## config.mk

```make
export PLATFORM = sky130hd
export DESIGN_NAME = pulse_rate_derivative_detector
export DESIGN_NICKNAME = d
export VERILOG_FILES = /design/src/rtl/prdd_pkg.sv /design/src/rtl/prdd_window.sv /design/src/rtl/prdd_divider.sv /design/src/rtl/pulse_rate_derivative_detector.sv
export SDC_FILE = /design/constraint.sdc
export NUM_CORES = 2
export LEC_CHECK = 0
export BUFFER_PORTS_ARGS = -buffer_cell sky130_fd_sc_hd__buf_2
export CAP_MARGIN = 20
export CORE_ASPECT_RATIO = 0.6
export CORE_MARGIN = 2
export CORE_UTILIZATION = 50
export DETAILED_ROUTE_END_ITERATION = 10
export PLACE_DENSITY_LB_ADDON = 0.3
export SLEW_MARGIN = 20
export SYNTH_ARGS = -nofsm -noshare
export SYNTH_HDL_FRONTEND = slang
export SYNTH_SLANG_ARGS = --single-unit
```

## constraint.sdc

```tcl
create_clock -name clk -period 7.68 [get_ports clk]
set_input_delay 0.768 -clock clk [delete_from_list [all_inputs] [get_ports clk]]
set_output_delay 0.768 -clock clk [all_outputs]
set_load 0.01 [all_outputs]
```

## src/rtl/prdd_pkg.sv

```systemverilog
package prdd_pkg;

	// Widths and sizes
	localparam int SAMPLE_WIDTH_DEF = 16;
	localparam int WIN_LEN          = 7;
	localparam int DER_W            = 24;
	localparam int COUNT_W          = 8;
	localparam int SSF_W            = 32;
	localparam int PERIOD_W         = 10;
	localparam int PROD_W           = SSF_W + PERIOD_W;
	localparam int DIV_W            = 16;
	localparam int DIV_CNT_W        = $clog2(DIV_W);
	localparam int FILL_W           = 4;

	// Derivative taps (oldest sample first: -1, 9, -45, 0, 45, -9, 1)
	localparam int TAP_MID   = 9;
	localparam int TAP_INNER = 45;

	localparam logic [PERIOD_W-1:0] PERIOD_RESET = PERIOD_W'(20);
	localparam logic [DIV_W-1:0]    MINUTE_MS    = DIV_W'(60000);
	localparam logic [DIV_W-1:0]    RATE_MAX     = DIV_W'(32767);
	localparam logic [DIV_W-1:0]    RATE_NONE    = '1;
	localparam logic [COUNT_W-1:0]  COUNT_MAX    = '1;
	localparam logic [FILL_W-1:0]   FILL_FULL    = FILL_W'(WIN_LEN);
	localparam logic [FILL_W-1:0]   FILL_RUN     = FILL_W'(WIN_LEN + 1);

	typedef enum logic [3:0] {
		ST_IDLE,
		ST_DIFF,
		ST_SUM,
		ST_EVENT,
		ST_MUL,
		ST_CHECK,
		ST_D1_START,
		ST_D1_RUN,
		ST_D2_START,
		ST_D2_RUN,
		ST_OUT
	} state_t;

	typedef struct packed {
		logic shift;
		logic diff;
		logic sum;
	} win_ctl_t;

	typedef struct packed {
		logic             start;
		logic [DIV_W-1:0] rem_init;
		logic [DIV_W-1:0] dividend;
		logic [DIV_W-1:0] divisor;
	} div_req_t;

	typedef struct packed {
		logic busy;
		logic done;
	} div_stat_t;

endpackage

```

## src/rtl/prdd_window.sv

```systemverilog
module prdd_window #(
	parameter int SAMPLE_WIDTH = prdd_pkg::SAMPLE_WIDTH_DEF
) (
	input  logic                                clk,
	input  prdd_pkg::win_ctl_t                  ctl,
	input  logic signed [SAMPLE_WIDTH-1:0]      sample,
	output logic signed [prdd_pkg::DER_W-1:0]   der
);

	logic [SAMPLE_WIDTH-1:0]       win_q [prdd_pkg::WIN_LEN];
	logic [prdd_pkg::DER_W-1:0]    ext   [prdd_pkg::WIN_LEN];
	logic [prdd_pkg::DER_W-1:0]    d_out_q;
	logic [prdd_pkg::DER_W-1:0]    d_mid_q;
	logic [prdd_pkg::DER_W-1:0]    d_inner_q;
	logic [prdd_pkg::DER_W-1:0]    der_q;

	// Shift line: newest sample enters at the top tap
	always_ff @(posedge clk) begin
		if (ctl.shift) begin
			for (int i = 0; i < prdd_pkg::WIN_LEN - 1; i++) begin
				win_q[i] <= win_q[i + 1];
			end
			win_q[prdd_pkg::WIN_LEN - 1] <= sample;
		end
	end

	// Bring each tap to derivative width; the result wraps modulo 2^DER_W
	for (genvar g = 0; g < prdd_pkg::WIN_LEN; g++) begin : g_ext
		if (SAMPLE_WIDTH >= prdd_pkg::DER_W) begin : g_trunc
			assign ext[g] = win_q[g][prdd_pkg::DER_W-1:0];
		end else begin : g_sext
			assign ext[g] = {{(prdd_pkg::DER_W - SAMPLE_WIDTH){win_q[g][SAMPLE_WIDTH-1]}},
				win_q[g]};
		end
	end

	// Symmetric differences first, then weight and sum
	always_ff @(posedge clk) begin
		if (ctl.diff) begin
			d_out_q   <= ext[6] - ext[0];
			d_mid_q   <= ext[1] - ext[5];
			d_inner_q <= ext[4] - ext[2];
		end
		if (ctl.sum) begin
			der_q <= d_out_q
				+ prdd_pkg::DER_W'(d_mid_q * prdd_pkg::DER_W'(prdd_pkg::TAP_MID))
				+ prdd_pkg::DER_W'(d_inner_q * prdd_pkg::DER_W'(prdd_pkg::TAP_INNER));
		end
	end

	assign der = der_q;

endmodule

```

## src/rtl/prdd_divider.sv

```systemverilog
module prdd_divider (
	input  logic                             clk,
	input  logic                             arst_n,
	input  prdd_pkg::div_req_t               req,
	output prdd_pkg::div_stat_t              stat,
	output logic [prdd_pkg::DIV_W-1:0]       quotient
);

	logic [prdd_pkg::DIV_W-1:0]     rem_q;
	logic [prdd_pkg::DIV_W-1:0]     quo_q;
	logic [prdd_pkg::DIV_W-1:0]     dvs_q;
	logic [prdd_pkg::DIV_CNT_W-1:0] cnt_q;
	logic                           busy_q;
	logic                           done_q;
	logic [prdd_pkg::DIV_W:0]       trial;
	logic [prdd_pkg::DIV_W:0]       diff;
	logic                           fits;
	logic [prdd_pkg::DIV_W-1:0]     rem_next;

	// One restoring step: shift in the next dividend bit, subtract if it fits
	always_comb begin
		trial    = {rem_q, quo_q[prdd_pkg::DIV_W-1]};
		diff     = trial - {1'b0, dvs_q};
		fits     = trial >= {1'b0, dvs_q};
		rem_next = fits ? diff[prdd_pkg::DIV_W-1:0] : trial[prdd_pkg::DIV_W-1:0];
	end

	always_ff @(posedge clk) begin
		if (req.start) begin
			rem_q <= req.rem_init;
			quo_q <= req.dividend;
			dvs_q <= req.divisor;
		end else if (busy_q) begin
			rem_q <= rem_next;
			quo_q <= {quo_q[prdd_pkg::DIV_W-2:0], fits};
		end
	end

	always_ff @(posedge clk or negedge arst_n) begin
		if (!arst_n) begin
			busy_q <= 1'b0;
			done_q <= 1'b0;
			cnt_q  <= '0;
		end else if (req.start) begin
			busy_q <= 1'b1;
			done_q <= 1'b0;
			cnt_q  <= '0;
		end else if (busy_q) begin
			cnt_q <= cnt_q + 1'b1;
			if (cnt_q == prdd_pkg::DIV_CNT_W'(prdd_pkg::DIV_W - 1)) begin
				busy_q <= 1'b0;
				done_q <= 1'b1;
			end
		end else begin
			done_q <= 1'b0;
		end
	end

	assign stat.busy = busy_q;
	assign stat.done = done_q;
	assign quotient  = quo_q;

endmodule

```

## src/rtl/pulse_rate_derivative_detector.sv

```systemverilog
// Channel   Handshake            Payload
// input     in_valid / in_stall  sample (SAMPLE_WIDTH, signed)
// output    out_valid/out_stall  pulse_count, average_rate, pulse_detected,
//                                derivative_valid
// config    cfg_wr_en            cfg_wr_data = sample_period_ms (10 bits)
//
// With both divides running, one item passes through: accept, the two
// derivative steps, pulse bookkeeping, multiply, range check, two divider passes
// (start, 16 restoring steps, done) and a load; the passes take the longest.
// Fewer than two pulses skip the divider; a product overflow or a first quotient of zero or above 60000 exits early.
// Reset clears all counters and the period to 20; the sample window needs none.
// Input stalls until the load cycle; a full, stalled result register holds it there.
module pulse_rate_derivative_detector #(
	parameter int SAMPLE_WIDTH = prdd_pkg::SAMPLE_WIDTH_DEF
) (
	input  logic                                   clk,
	input  logic                                   arst_n,
	input  logic                                   cfg_wr_en,
	input  logic [prdd_pkg::PERIOD_W-1:0]          cfg_wr_data,
	input  logic                                   in_valid,
	output logic                                   in_stall,
	input  logic signed [SAMPLE_WIDTH-1:0]         sample,
	output logic                                   out_valid,
	input  logic                                   out_stall,
	output logic [prdd_pkg::COUNT_W-1:0]           pulse_count,
	output logic signed [prdd_pkg::DIV_W-1:0]      average_rate,
	output logic                                   pulse_detected,
	output logic                                   derivative_valid
);

	prdd_pkg::state_t                 state_q, state_nxt;
	prdd_pkg::win_ctl_t               win_ctl;
	prdd_pkg::div_req_t               div_req;
	prdd_pkg::div_stat_t              div_stat;
	logic [prdd_pkg::DIV_W-1:0]       div_quo;
	logic signed [prdd_pkg::DER_W-1:0] win_der;

	// Sequencer and accumulated state
	logic [prdd_pkg::PERIOD_W-1:0]    period_q;
	logic [prdd_pkg::FILL_W-1:0]      fill_q;
	logic                             der_item_q;
	logic                             first_q;
	logic [prdd_pkg::DER_W-1:0]       cur_der_q;
	logic [prdd_pkg::COUNT_W-1:0]     ec_q;
	logic [prdd_pkg::SSF_W-1:0]       sal_q;
	logic [prdd_pkg::SSF_W-1:0]       ssf_q;
	logic                             det_q;
	logic [prdd_pkg::PROD_W-1:0]      prod_q;
	logic [prdd_pkg::DIV_W-1:0]       rate_q;

	// Result register
	logic                             out_valid_q;
	logic [prdd_pkg::COUNT_W-1:0]     out_count_q;
	logic [prdd_pkg::DIV_W-1:0]       out_rate_q;
	logic                             out_det_q;
	logic                             out_dv_q;

	// Combinational helpers
	logic                             accept;
	logic                             out_load;
	logic [prdd_pkg::DER_W-1:0]       prev_der;
	logic                             det_now;
	logic [prdd_pkg::COUNT_W-1:0]     ec_next;
	logic [prdd_pkg::COUNT_W-1:0]     div_k;
	logic [prdd_pkg::PROD_W-1:0]      ovf_limit;
	logic                             prod_ovf;
	logic                             q1_zero;
	logic                             q1_big;
	logic                             multi;

	prdd_window #(
		.SAMPLE_WIDTH (SAMPLE_WIDTH)
	) u_window (
		.clk    (clk),
		.ctl    (win_ctl),
		.sample (sample),
		.der    (win_der)
	);

	prdd_divider u_divider (
		.clk      (clk),
		.arst_n   (arst_n),
		.req      (div_req),
		.stat     (div_stat),
		.quotient (div_quo)
	);

	assign accept   = in_valid && !in_stall;
	assign out_load = (state_q == prdd_pkg::ST_OUT) && (!out_valid_q || !out_stall);
	assign multi    = ec_q > prdd_pkg::COUNT_W'(1);

	// Pulse test: the first derivative doubles as its own predecessor
	always_comb begin
		prev_der = first_q ? win_der : cur_der_q;
		det_now  = der_item_q && !prev_der[prdd_pkg::DER_W-1] && win_der[prdd_pkg::DER_W-1];
		ec_next  = (det_now && ec_q != prdd_pkg::COUNT_MAX) ? ec_q + 1'b1 : ec_q;
	end

	// Rate path: divisor is count - 1; a quotient at or above 2^16 gives rate 0
	always_comb begin
		div_k     = ec_q - 1'b1;
		ovf_limit = prdd_pkg::PROD_W'(div_k) << prdd_pkg::DIV_W;
		prod_ovf  = prod_q >= ovf_limit;
		q1_zero   = div_quo == '0;
		q1_big    = div_quo > prdd_pkg::MINUTE_MS;
	end

	// Next state
	always_comb begin
		state_nxt = state_q;
		case (state_q)
			prdd_pkg::ST_IDLE:     if (in_valid) state_nxt = prdd_pkg::ST_DIFF;
			prdd_pkg::ST_DIFF:     state_nxt = prdd_pkg::ST_SUM;
			prdd_pkg::ST_SUM:      state_nxt = prdd_pkg::ST_EVENT;
			prdd_pkg::ST_EVENT:    state_nxt = prdd_pkg::ST_MUL;
			prdd_pkg::ST_MUL:      state_nxt = multi ? prdd_pkg::ST_CHECK : prdd_pkg::ST_OUT;
			prdd_pkg::ST_CHECK:    state_nxt = prod_ovf ? prdd_pkg::ST_OUT
				: prdd_pkg::ST_D1_START;
			prdd_pkg::ST_D1_START: state_nxt = prdd_pkg::ST_D1_RUN;
			prdd_pkg::ST_D1_RUN:   if (div_stat.done) state_nxt = prdd_pkg::ST_D2_START;
			prdd_pkg::ST_D2_START: state_nxt = (q1_zero || q1_big) ? prdd_pkg::ST_OUT
				: prdd_pkg::ST_D2_RUN;
			prdd_pkg::ST_D2_RUN:   if (div_stat.done) state_nxt = prdd_pkg::ST_OUT;
			prdd_pkg::ST_OUT:      if (out_load) state_nxt = prdd_pkg::ST_IDLE;
			default:               state_nxt = prdd_pkg::ST_IDLE;
		endcase
	end

	// Sequencer outputs
	always_comb begin
		in_stall         = 1'b1;
		win_ctl          = '0;
		div_req          = '0;
		case (state_q)
			prdd_pkg::ST_IDLE: begin
				in_stall      = 1'b0;
				win_ctl.shift = in_valid;
			end
			prdd_pkg::ST_DIFF: win_ctl.diff = 1'b1;
			prdd_pkg::ST_SUM:  win_ctl.sum  = 1'b1;
			prdd_pkg::ST_D1_START: begin
				// Upper product bits are below the divisor here: seed the remainder
				div_req.start    = 1'b1;
				div_req.rem_init = prod_q[prdd_pkg::DIV_W +: prdd_pkg::DIV_W];
				div_req.dividend = prod_q[prdd_pkg::DIV_W-1:0];
				div_req.divisor  = prdd_pkg::DIV_W'(div_k);
			end
			prdd_pkg::ST_D2_START: begin
				div_req.start    = !(q1_zero || q1_big);
				div_req.rem_init = '0;
				div_req.dividend = prdd_pkg::MINUTE_MS;
				div_req.divisor  = div_quo;
			end
			default: ;
		endcase
	end

	always_ff @(posedge clk or negedge arst_n) begin
		if (!arst_n) begin
			state_q <= prdd_pkg::ST_IDLE;
		end else begin
			state_q <= state_nxt;
		end
	end

	// Period register and pulse bookkeeping
	always_ff @(posedge clk or negedge arst_n) begin
		if (!arst_n) begin
			period_q   <= prdd_pkg::PERIOD_RESET;
			fill_q     <= '0;
			der_item_q <= 1'b0;
			first_q    <= 1'b0;
			cur_der_q  <= '0;
			ec_q       <= '0;
			sal_q      <= '0;
			ssf_q      <= '0;
			det_q      <= 1'b0;
		end else begin
			if (cfg_wr_en) begin
				period_q <= cfg_wr_data;
			end
			if (accept) begin
				// Derivative runs once the window held seven samples before this one
				der_item_q <= fill_q >= prdd_pkg::FILL_FULL;
				first_q    <= fill_q == prdd_pkg::FILL_FULL;
				if (fill_q != prdd_pkg::FILL_RUN) begin
					fill_q <= fill_q + 1'b1;
				end
			end
			if (state_q == prdd_pkg::ST_EVENT) begin
				det_q <= det_now;
				ec_q  <= ec_next;
				if (der_item_q) begin
					cur_der_q <= win_der;
				end
				if (det_now) begin
					sal_q <= ssf_q;
				end
				// Count samples from the first pulse on, saturating
				if (der_item_q && ec_next != '0 && ssf_q != '1) begin
					ssf_q <= ssf_q + 1'b1;
				end
			end
		end
	end

	// Rate datapath
	always_ff @(posedge clk) begin
		case (state_q)
			prdd_pkg::ST_MUL: begin
				prod_q <= prdd_pkg::PROD_W'(sal_q) * prdd_pkg::PROD_W'(period_q);
				if (!multi) begin
					rate_q <= prdd_pkg::RATE_NONE;
				end
			end
			prdd_pkg::ST_CHECK: begin
				if (prod_ovf) begin
					rate_q <= '0;
				end
			end
			prdd_pkg::ST_D2_START: begin
				if (q1_zero) begin
					rate_q <= prdd_pkg::RATE_MAX;
				end else if (q1_big) begin
					rate_q <= '0;
				end
			end
			prdd_pkg::ST_D2_RUN: begin
				if (div_stat.done) begin
					rate_q <= (div_quo > prdd_pkg::RATE_MAX) ? prdd_pkg::RATE_MAX : div_quo;
				end
			end
			default: ;
		endcase
	end

	// Result register: hold until taken, refill in the load cycle
	always_ff @(posedge clk or negedge arst_n) begin
		if (!arst_n) begin
			out_valid_q <= 1'b0;
		end else if (out_load) begin
			out_valid_q <= 1'b1;
		end else if (!out_stall) begin
			out_valid_q <= 1'b0;
		end
	end

	always_ff @(posedge clk) begin
		if (out_load) begin
			out_count_q <= multi ? ec_q : '0;
			out_rate_q  <= rate_q;
			out_det_q   <= det_q;
			out_dv_q    <= der_item_q;
		end
	end

	assign out_valid        = out_valid_q;
	assign pulse_count      = out_count_q;
	assign average_rate     = out_rate_q;
	assign pulse_detected   = out_det_q;
	assign derivative_valid = out_dv_q;

	a_out_from_load: assert property (@(posedge clk) disable iff (!arst_n)
		$rose(out_valid_q) |-> $past(state_q == prdd_pkg::ST_OUT))
		else $error("result appeared without a load cycle");

	a_det_needs_der: assert property (@(posedge clk) disable iff (!arst_n)
		out_valid_q && out_det_q |-> out_dv_q)
		else $error("pulse flagged without a derivative");

	a_count_rate_pair: assert property (@(posedge clk) disable iff (!arst_n)
		out_valid_q |-> ((out_count_q == '0) == (out_rate_q == prdd_pkg::RATE_NONE)))
		else $error("pulse count and rate disagree");

	a_count_monotonic: assert property (@(posedge clk) disable iff (!arst_n)
		ec_q >= $past(ec_q))
		else $error("pulse count decreased");

	a_div_done_state: assert property (@(posedge clk) disable iff (!arst_n)
		div_stat.done |-> (state_q == prdd_pkg::ST_D1_RUN || state_q == prdd_pkg::ST_D2_RUN))
		else $error("divider finished outside a divide step");

endmodule
```

; ---- Word level (Yosys, flattened, before mapping)
; Memory sizes are Yosys's and may differ from the RTL's.
; Cells that the tools add are included.
[word_totals]
elab_cells = 135
out_inout_bits = 28
ram_bits = 112
regBits = 352
memories = 1
[op_classes]
addsub = 11
eq_ne = 24
n_mul = 3
n_mux = 39
n_reduce_logical = 24
order_cmp = 6
[memory_table]
columns = memory, depth, word_bits, read_ports, rd_ports_with_merged_regs, wr, line_no
row1 = u_window.win_q, 7, 16, 7, 0, 7, prdd_window.sv:10  ; logic [SAMPLE_WIDTH-1:0] win_q [prdd_pkg::WIN_LEN];
[ops]
columns = op, n
row1 = 16-bit two-way mux, 11
row2 = 49-bit one-hot mux with 2 select lines, 1
row3 = 16-bit one-hot mux with 4 select lines, 1
row4 = 16-bit by 16-bit subtractor with 17-bit output, 3
row5 = 24-bit adder, 2
row6 = 4-bit one-hot mux with 11 select lines, 1
row7 = 42-bit by 24-bit greater-or-equal comparator with 1-bit output, 1
row8 = 32-bit by 10-bit multiplier with 42-bit output, 1
row9 = "32-bit by 1-bit adder with 32-bit output, second input constant", 1
row10 = 4-bit two-way mux, 8
row11 = "32-bit != test, second input constant", 1
row12 = "24-bit by 4-bit multiplier with 24-bit output, second input constant", 1
row13 = "24-bit by 6-bit multiplier with 24-bit output, second input constant", 1
row14 = 24-bit two-way mux, 1
row15 = "4-bit by 3-bit == test with 1-bit output, second input constant", 5
row16 = 17-bit by 16-bit greater-or-equal comparator with 1-bit output, 1
row17 = "4-bit == test, second input constant", 4
row18 = "16-bit by 15-bit greater-than comparator with 1-bit output, second input constant", 1
row19 = "16-bit greater-than comparator, second input constant", 1
row20 = 16-bit logical NOT, 1
row21 = 16-bit subtractor, 1
row22 = 1-bit two-way mux, 14
row23 = "4-bit by 1-bit adder with 4-bit output, second input constant", 2
row24 = "8-bit by 1-bit adder with 8-bit output, second input constant", 1
row25 = other kinds (22), 42

; ---- Depth between registers and ports, before layout
[logic_depth]
word_depth = 10
mapped_depth = 23
ltp_nobuf = 21

; ---- Modules after synthesis
; From an unflattened synthesis, not the netlist that was laid out.
[hier_totals]
hier_cells = 3114
hier_area_um2 = 33628.5
[by_module_without_submodules]
columns = module, cells_each, instances, area_per_inst_um2
row1 = pulse_rate_derivative_detector, 1786, 1, 17853.4
row2 = prdd_window, 1074, 1, 12704.7
row3 = prdd_divider, 254, 1, 3070.4

; ---- Worst setup path after synthesis
; No wires, ideal clock.
[synth_path]
kind = reg-to-reg
from = register period_q[2] (netlist bit)
to = register prod_q[36] (netlist bit) (data pin)
path_buffers = 1
t_required_ns = 7.416
t_arrival_ns = 5.510
synth_period_minus_slack_ns = 5.774
slack_ns = 1.906
path_stages_with_launch = 21
setup_time_ns = 0.264
path_cell_list = dfstp_2 clkbuf_1 nand2_1 fa_1 inv_1 fa_1 fa_1 fa_1 inv_1 fa_1 inv_1 ha_1 a21o_1 a221oi_1 o21ai_0 o21ba_2 o21bai_2 a21oi_1 o21bai_1 a21oi_1 xnor2_1
[synth_between]
elab_chain_cells = 1
[synth_rtl]
columns = item, line_no
row1 = "start, declared", pulse_rate_derivative_detector.sv:39  ; logic [prdd_pkg::PERIOD_W-1:0] period_q;
row2 = "start signal, assigned", pulse_rate_derivative_detector.sv:169  ; period_q <= prdd_pkg::PERIOD_RESET;
row3 = "start signal, assigned", pulse_rate_derivative_detector.sv:180  ; period_q <= cfg_wr_data;
row4 = 32-bit by 10-bit multiplier with 42-bit output, pulse_rate_derivative_detector.sv:211  ; prod_q <= prdd_pkg::PROD_W'(sal_q) * prdd_pkg::PROD_W'(period_q);
row5 = "end signal, assigned", pulse_rate_derivative_detector.sv:211
row6 = "end, declared", pulse_rate_derivative_detector.sv:48  ; logic [prdd_pkg::PROD_W-1:0] prod_q;
; Every way passes these cells.
; A chain may end at the register's enable or synchronous reset.

; ---- Worst setup path after layout
; Same ends and word-level chain as after synthesis.

==> flow_metrics.py <==
metrics = {
    "run_status": {
        "outcome": "finished clean",
    },
    "synth": {
        "synthArstFlopShare": 0.254,
        "synth_fp_nets": 3552,
        "syn_avg_cell_area_um2": 10.7,
        "seq_area_frac_synth": 0.364,
        "postSynthCellCount": 2944,
        "synth_edf_count": 296,
        "ys_seq_elements": 397,
        "synthFlopType": "edfxtp_1",
        "yosys_warnings": 0,
        "ys_types": 82,
        "syn_area_um2": 31400,
    },
    "critical_path": {
        "crit_fanout": 33,
        "cp-start-kind": "flop",
        "r2r-start": "period_q[2]",
        "rr_worst_depth": 19,
        "worstSetupEndpointType": "flop",
        "reg2reg_slack_ps": 990,
        "timing.rr.end": "prod_q[36]",
        "path_class": "reg2reg",
        "endpoint": "prod_q[36]",
        "worstSetupStartpoint": "period_q[2]",
        "critPathRequiredTime_ps": 8010,
        "arrival_ps": 7020,
    },
    "floorplan": {
        "start_util": 0.503,
        "dieArea_um2": 64800,
        "die_x_um": 327,
        "row_count": 71,
        "ios": 59,
        "die_h_um": 198,
        "coreArea_um2": 62400,
    },
    "global_routing": {
        "globalRouteMet3Util": 0.0392,
        "grt_pass1_wl_um": 118000,
        "grt_pass1_vias": 21500,
        "grt_max_degree": 72,
        "antenna_found_initial": 2,
        "grt.overflow.total": 0,
        "grt_busiest_layer": "met1",
        "use_met1": 0.360,
        "use_met2": 0.336,
        "grt.total_usage": 0.232,
    },
    "final_layout": {
        "layout_commonest_cell": "inv_1",
        "drive_gt1_frac": 0.0623,
        "area_delta_synth_final_pct": 7.90,
        "final_core_util": 0.543,
        "nets": 3558,
        "antenna_cells": 0,
        "mostFrequentLayoutCells": "inv_1, nand2_1, fa_1",
        "design_area_um2": 33900,
    },
    "timing": {
        "post-route-period-util": 0.872,
        "min_period_ps": 6690,
        "relSlewSlack": 0.316,
        "finalMaxSlewViolations": 0,
        "finalWorstSetupSlack_ps": 987,
        "grt_setup_unrepaired": "no",
        "hold_slack_ps": 157,
        "tns_ps": 0,
        "final-hold-violation-count": 0,
        "skew_ps": 34.2,
        "clock.fmax_mhz": 149,
        "tightest_slew_ps": 1020,
        "report.final.setup_viol": 0,
    },
    "clock_tree": {
        "cts_tree": "done",
        "clk_path_buf_depth": 3,
        "path_clk_slew_ps": 60,
        "cts_resized": 0,
        "cts_max_level": 2,
        "cts_buffers": 42,
        "postCtsSetupBuffers": 0,
        "clkLatencyLatePin_ps": 600,
        "root_buffer": "clkbuf_16",
        "cts_sinks": 397,
        "hold_buffers": 0,
    },
    "detailed_routing": {
        "first_pass_iters": 6,
        "via_count": 20700,
        "wl_um": 71900,
        "drt_first_iter_violations": 1870,
        "drc_errors": 0,
        "wire_per_inst_um": 18.8,
        "ant_nets": 0,
        "vias_per_cell": 5.42,
    },
    "pwr": {
        "power_density_nw_per_um2": 387,
        "ir_drop_mv": 1.14,
        "cellLeakagePower_nw": 16.0,
    },
    "place": {
        "pre_cts_ws_ps": 905,
        "placed_area_um2": 32400,
        "dp_hpwl_um": 55600,
        "place.gp.congestion": 0.886,
        "io_buffers": 58,
    },
    "min_path": {
        "hp-class": "in2async",
    },
    "flow_run": {
        "drv_cap": 0,
    },
}
[layer usage]
layer	part of all wire	wire [um]
met1	0.48	34500
met2	0.42	30300
met3	0.077	5560
met4	0.022	1580
met5	0	0
[per-stage QoR]
step	total power, mW	std cells
3_3_place_gp	10.7	3745
4_1_cts	13.2	3823
6_report	13.1	3823
2_1_floorplan	8.98	2944
3_5_place_dp	11.1	3745
5_1_grt	14.6	3823
[critical path, stage by stage (launching register included)]
cell and delay [ps]:
dfstp_2 1030, nand2_1 170, fa_1 530, inv_1 50
fa_1 520, fa_1 440, fa_1 540, inv_1 50
fa_1 530, inv_1 40, ha_1 330, and3_1 250
a221oi_1 370, o21ai_0 140, o21ba_2 310, o21bai_2 130
a21oi_1 440, o21bai_1 250, a21oi_1 210, xnor2_1 80
[cells by family after synthesis]
group,synth area share
AO/OA/AOI/OAI,0.0716
AND/OR/NAND/NOR,0.130
XOR/XNOR,0.0391
flip-flops,0.364
buffers and inverters,0.0771
adder cells (fa/ha/maj),0.309
multiplexers,0.00945
[cell type report]
class                   count  area, um2
clock buffers              58       1170
fillers                  5397      28500
well taps                 839       1050
multi-input cells        1911      17600
clock inverters            20        272
flip-flops and latches    397      11400
inverters                 525       1970
repair buffers             73        405
[worst min path at each step]
stage,from,to,slack (ps),cells after the start
after floorplan,rate_q[0],average_rate[0],400,0
after detailed placement,u_window.win_q[3][5],u_window.win_q[2][5],400,0
after global routing,arst_n,ec_q[5],170,1
after CTS,arst_n,period_q[6],150,1
after global placement,u_window.win_q[3][7],u_window.win_q[2][7],400,0
final,arst_n,ec_q[5],160,1
[Yosys cell counts, types with 82 or more instances]
master,count,area [um2]
nor2_1,87,327
edfxtp_1,296,8890
nand2_1,345,1290
clkbuf_1,99,372
fa_1,330,6610
o21ai_0,83,415
xnor2_1,100,876
and2_1,177,1110
ha_1,247,3090
dfrtp_1,99,2480
a21oi_1,82,410
inv_1,523,1960
[registers in the layout (all words and copies together) (netlist names), 17 cells and up]
register            flops
u_window.d_inner_q     17
sal_q                  32
u_window.d_mid_q       17
u_window.d_out_q       17
prod_q                 42
ssf_q                  32
u_window.win_q        112
[power by group]
part | internal (mW) | switching [mW] | leakage (nW) | total [mW]
clock | 1.22 | 0.899 | 0.700 | 2.12
combinational | 3.16 | 4.29 | 11.3 | 7.45
sequential | 3.04 | 0.476 | 4.08 | 3.52
total | 7.43 | 5.66 | 16.0 | 13.1
Note: power is estimated with default switching activity, not from simulation.
